===== src/rtl/drrip_row_search.sv =====
// Victim search and aging over one set row.
// Depends on nothing; instanced by drrip_dead_block_replacement.
module drrip_row_search #(
   parameter int WAYS        = 16,
   parameter int RRPV_WIDTH  = 2,
   parameter int REUSE_WIDTH = 2,
   localparam int WW = (WAYS > 1) ? $clog2(WAYS) : 1
) (
   input  logic [WAYS-1:0][RRPV_WIDTH-1:0]  rv_in,
   input  logic [WAYS-1:0][REUSE_WIDTH-1:0] ru_in,
   output logic [WW-1:0]                    victim,
   output logic                             dead,
   output logic [WAYS-1:0][RRPV_WIDTH-1:0]  rv_aged
);
   localparam logic [RRPV_WIDTH-1:0] RV_MAX = '1;

   logic [RRPV_WIDTH-1:0] top;
   logic [RRPV_WIDTH-1:0] step;
   logic [WW-1:0]         dead_way;
   logic [WW-1:0]         any_way;
   logic                  dead_found;

   // Largest value in the row; aging lifts it to the maximum.
   always_comb begin
      top = '0;
      for (int w = 0; w < WAYS; w++) begin
         if (rv_in[w] > top) top = rv_in[w];
      end
      step = RV_MAX - top;
      for (int w = 0; w < WAYS; w++) begin
         rv_aged[w] = rv_in[w] + step;
      end
   end

   // After aging the maximal ways are those equal to top; one with zero reuse wins, then lowest index.
   always_comb begin
      dead_way   = '0;
      any_way    = '0;
      dead_found = 1'b0;
      for (int w = WAYS - 1; w >= 0; w--) begin
         if (rv_in[w] == top) begin
            any_way = WW'(w);
            if (ru_in[w] == '0) begin
               dead_way   = WW'(w);
               dead_found = 1'b1;
            end
         end
      end
      victim = dead_found ? dead_way : any_way;
      dead   = dead_found;
   end
endmodule


===== config.mk =====
export PLATFORM = sky130hd
export DESIGN_NAME = drrip_row_search
export DESIGN_NICKNAME = d
export VERILOG_FILES = /design/src/rtl/drrip_row_search.sv
export SDC_FILE = /design/constraint.sdc
export NUM_CORES = 1
export LEC_CHECK = 0
export ABC_AREA = 0
export BUFFER_PORTS_ARGS = -buffer_cell sky130_fd_sc_hd__buf_2
export CELL_PAD_IN_SITES_DETAIL_PLACEMENT = 0
export CELL_PAD_IN_SITES_GLOBAL_PLACEMENT = 2
export CORE_UTILIZATION = 29
export DETAILED_ROUTE_END_ITERATION = 6
export PLACE_DENSITY = 0.95
export SYNTH_ARGS = -nofsm -noshare
export SYNTH_HDL_FRONTEND = slang
export SYNTH_SLANG_ARGS = --single-unit

===== constraint.sdc =====
create_clock -name vclk -period 31.2
set_input_delay 1.56 -clock vclk [all_inputs]
set_output_delay 1.56 -clock vclk [all_outputs]
set_load 0.05 [all_outputs]

== Word-level counts from Yosys, hierarchy flattened ==
Cells that the tools add are included.

* Bits in registers: 0
* Input bits: 64
* Output and inout bits: 37
* Word-level logic and storage cells: 162

* $add $sub $neg: 17
* $lt $le $gt $ge: 16
* Eq/ne operators: 16
* Mux-type cells: 97
* Reduce and logical (&&, ||, !) cells: 16

{| class="wikitable"
|+ Operator list
! kind !! number
|-
| $mux 4 || 49
|-
| $add 2x2->2 || 16
|-
| $eq 2x2->1 || 16
|-
| $logic_not 2->1 || 16
|-
| $mux 1 || 32
|-
| $mux 2 || 16
|-
| $gt 2x2->1 || 15
|-
| $gt 2x1->1 const B || 1
|-
| $sub 2x2->2 const A || 1
|}

== Longest topological paths before layout ==
* Depth after elaboration: 65
* Mapped depth: 88
* Gate-level depth less buffers: 88

== Least setup slack after synthesis ==
OpenSTA, ideal clock, no wires.

* Kind: input to output
* Start point: input rv_in[0] (netlist bit)
* End point: output victim[3]
* Arrival time: 17.606 ns
* Slack: 12.034 ns
* Stages on the path: 84
* Buffers on the path: 1
* Cell sequence: clkbuf_1 > ha_1 > nor2b_1 > o21ai_0 > nand3_1 > ha_1 > nor2b_1 > a2bb2oi_1 > a31oi_2 > ha_1 > nor2b_1 > or2_2 > nand2_1 > nand2_1 > ha_1 > o21bai_1 > nand2_1 > nor2_1 > (+48 left out) > o21ai_2 > nand2_1 > ha_1 > nor3_1 > a211o_1 > a22oi_1 > a32oi_2 > ha_1 > nor4_1 > nor2_1 > and3_1 > ha_1 > nand2_1 > or3_1 > o31ai_1 > nand2b_1 > nor3b_1 > a2111oi_0

* Longest elaborated chain between the ends: 65
* Elaborated cells between the ends (all ways): 127

{| class="wikitable"
|+ Ends and longest elaborated chain
! element !! line !! RTL
|-
| start: declaration || 9 || <nowiki>input logic [WAYS-1:0][RRPV_WIDTH-1:0] rv_in,</nowiki>
|-
| $gt 2x1->1 || 27 || <nowiki>if (rv_in[w] > top) top = rv_in[w];</nowiki>
|-
| $mux 2 || 27 ||
|-
| $gt 2x2->1 || 27 ||
|-
| $mux 2 || 27 ||
|-
| $gt 2x2->1 || 27 ||
|-
| $mux 2 || 27 ||
|-
| $gt 2x2->1 || 27 ||
|-
| $mux 2 || 27 ||
|-
| (+49 left out) || n/a ||
|-
| $mux 4 or $mux 1 (tied branches) || 41 || <nowiki>if (rv_in[w] == top) begin</nowiki>
|-
| $mux 4 or $mux 1 (tied branches) || 43 || <nowiki>if (ru_in[w] == '0) begin</nowiki>
|-
| $mux 4 or $mux 1 (tied branches) || 41 ||
|-
| $mux 4 or $mux 1 (tied branches) || 43 ||
|-
| $mux 4 or $mux 1 (tied branches) || 41 ||
|-
| $mux 4 or $mux 1 (tied branches) || 43 ||
|-
| $mux 4 or $mux 1 (tied branches) || 41 ||
|-
| $mux 4 * || 49 || <nowiki>victim = dead_found ? dead_way : any_way;</nowiki>
|-
| end: declaration || 11 || <nowiki>output logic [WW-1:0] victim,</nowiki>
|}

Every way passes the cells marked *; elsewhere a longest branch is shown, timed or not.

== Worst setup path in the final report ==
* Start point: input rv_in[3] (netlist bit)
* End point: output victim[0]

* Longest elaborated chain between the ends: 63
* Elaborated cells between the ends (all ways): 125

{| class="wikitable"
|+ Ends and longest elaborated chain
! element !! line
|-
| $gt 2x2->1 || 27
|-
| $mux 2 || 27
|-
| $gt 2x2->1 || 27
|-
| $mux 2 || 27
|-
| $gt 2x2->1 || 27
|-
| $mux 2 || 27
|-
| $gt 2x2->1 || 27
|-
| $mux 2 || 27
|-
| (+47 left out) || n/a
|-
| $mux 4 or $mux 1 (tied branches) || 41
|-
| $mux 4 or $mux 1 (tied branches) || 43
|-
| $mux 4 or $mux 1 (tied branches) || 41
|-
| $mux 4 or $mux 1 (tied branches) || 43
|-
| $mux 4 or $mux 1 (tied branches) || 41
|-
| $mux 4 or $mux 1 (tied branches) || 43
|-
| $mux 4 or $mux 1 (tied branches) || 41
|-
| $mux 4 * || 49
|}

Marked as above.

==> results.json <==
{
  "cap_viol_max_count": 0,
  "first_global_vias": 2499,
  "ys_seq_area_frac": 0,
  "hold_viol": 0,
  "yosys.area.top_type_share": 0.315,
  "yosysUniqueCellTypes": 59,
  "ctsHoldBuffers": 0,
  "synth_commonest_cells": "62 x ha_1, 40 x inv_1, 34 x nand2_1",
  "synth_top_family_by_area": "adder cells",
  "setup_violations": 0,
  "routed_wirelength_um": 6860,
  "avgViaCountPerCell": 4.92,
  "crit_arrival_ns": 17.75,
  "antenna_cells": 0,
  "ant_nets": 0,
  "crit_top_cell": "ha_1",
  "critPathSlowestCell": "and3_1",
  "netlist_area_um2": 2460,
  "drc": 0,
  "synth_area_per_cell_um2": 7.42,
  "die_h_um": 94.1,
  "yosys_warnings": 0,
  "worst_pin_slew_ns": 0.811,
  "hpwl_um": 6160,
  "core_um2": 8220,
  "start_util": 0.300,
  "min_period_ns": 19.31,
  "p_per_area_nw_per_um2": 77.2,
  "drive_gt1_frac": 0.290,
  "yosys-mux-area-fraction": 0.0178,
  "syn_nets": 458,
  "final_nets": 559,
  "seq_area_um2": 0,
  "peakVddDrop_v": 0.0000479,
  "dieArea_um2": 8860,
  "fmax_mhz": 51.8,
  "yosys.area_share.simple": 0.224,
  "yosysMostFrequentCell": "ha_1",
  "dr.pass1.iters": 4,
  "layout-area-overhead-vs-synth_pct": 25.1,
  "std_cell_rows": 33,
  "final_cell_count_no_fill": 536,
  "synth_xor_area_frac": 0.120,
  "report.final.slew_viol_count": 0,
  "track_usage": 0.155,
  "max_stage_delay_ns": 0.47,
  "ctsResizeCount": 0,
  "syn_inst": 332,
  "fill_cells": 864,
  "synth_compound_area_frac": 0.252,
  "grt_pass1_wl_um": 11300,
  "dpl_cell_area_um2": 3080,
  "hold_class": "in2out",
  "endpoint_kind": "output port",
  "ioPinCount": 101,
  "final_area_um2": 3080,
  "cp_max_fo": 16,
  "seq_cell_count": 0,
  "wl_per_cell_um": 12.8,
  "setup-tns-final_ns": 0,
  "grt_overflow": 0,
  "post-cts-setup-buffer-count": 0,
  "synth_fa_ha_area_frac": 0.315,
  "yosysTopAreaCell": "ha_1",
  "dp_cells": 536,
  "antenna_found_initial": 0,
  "crit_type": "in2out",
  "drt_iter0_drc": 48,
  "finalCritPeriodShare": 0.619,
  "vias": 2636,
  "io_buffers": 101,
  "max_slew_margin": 0.459,
  "critPathRequiredTime_ns": 29.64,
  "grt_max_degree": 17,
  "gp_congestion": 0.816,
  "rsz0062_at_grt": "no",
  "crit_family": "compound AO/OA/AOI/OAI gates",
  "status": "completed",
  "path_buf_inv": 7,
  "fin_util": 0.375,
  "critPathLaunchType": "input port",
  "synth_top_cells_by_area": "ha_1 32%, xor2_1 10%, inv_1 6.1%",
  "p_leak_nw": 1.74,
  "num-clock-buffers": 0,
  "die-width_um": 94.1
}
-- path summary, 6_finish.rpt --
path / startpoint / to / slack [ns] / cells past startpoint
max: rv_in[3] / victim[0] / 11.89 / 89
min: rv_in[30] / rv_aged[30] / 3.60 / 3
-- area by class of cell --
class | count | area (um^2) | share of cell area
well taps | 105 | 131 | 0.0426
inverters | 40 | 150 | 0.0487
repair buffers | 102 | 513 | 0.167
multi-input cells | 289 | 2290 | 0.742
-- through the flow --
stage / hold WS, ns / total power, mW / setup WS, ns
2_1_floorplan: 3.46 / 0.192 / 12.03
3_3_place_gp: 3.60 / 0.237 / 12.23
3_5_place_dp: 3.60 / 0.239 / 11.85
4_1_cts: 3.61 / 0.240 / 11.80
5_1_grt: 3.63 / 0.259 / 10.36
6_report: 3.60 / 0.238 / 11.89
-- metal layers --
| metal | vias up | routed length [um] | track usage | part of all wire |
|---|---|---|---|---|
| li1 | 1386 | - | - | - |
| met1 | 1182 | 3230 | 0.209 | 0.47 |
| met2 | 64 | 3250 | 0.280 | 0.47 |
| met3 | 4 | 353 | 0.0105 | 0.051 |
| met4 | 0 | 29 | 0.00641 | 0.0042 |
| met5 | - | 0 | 0 | 0 |
-- report_power, final --
| part | internal [mW] | switching, mW | total [mW] | leakage (nW) |
|---|---|---|---|---|
| Clock | 0 | 0 | 0 | 0 |
| Sequential | 0 | 0 | 0 | 0 |
| Combinational | 0.0679 | 0.170 | 0.238 | 1.74 |
-- kinds of logic after synthesis --
kind of cell	count (synthesis)
multiplexers	4
AO/OA/AOI/OAI	78
adder cells (fa/ha/maj)	62
XOR/XNOR	32
buffers and inverters	43
AND/OR/NAND/NOR	113
-- placed cells by master (no fill, tap or decap), types with 2 or more instances in the layout --
cell type / count
a2bb2oi_1: 3
or2_2: 2
nor3_1: 11
and2_1: 4
nand3_1: 7
ha_1: 62
o221ai_1: 2
o221a_2: 2
nor3b_1: 2
or3_1: 4
a32o_1: 2
mux2_2: 3
a31oi_2: 2
inv_1: 40
nand2_1: 34
nand2b_1: 6
o21ai_0: 8
o22ai_1: 6
nor2_1: 27
xor2_2: 2
o21ba_2: 2
o211ai_1: 5
a21oi_1: 7
xor2_1: 28
buf_2: 101
a32oi_1: 3
o21bai_1: 7
o31ai_1: 3
nand2b_4: 2
and3_1: 3
a31oi_1: 4
nor2b_1: 9
xnor2_1: 2
Power figures use the tool's default switching activity.
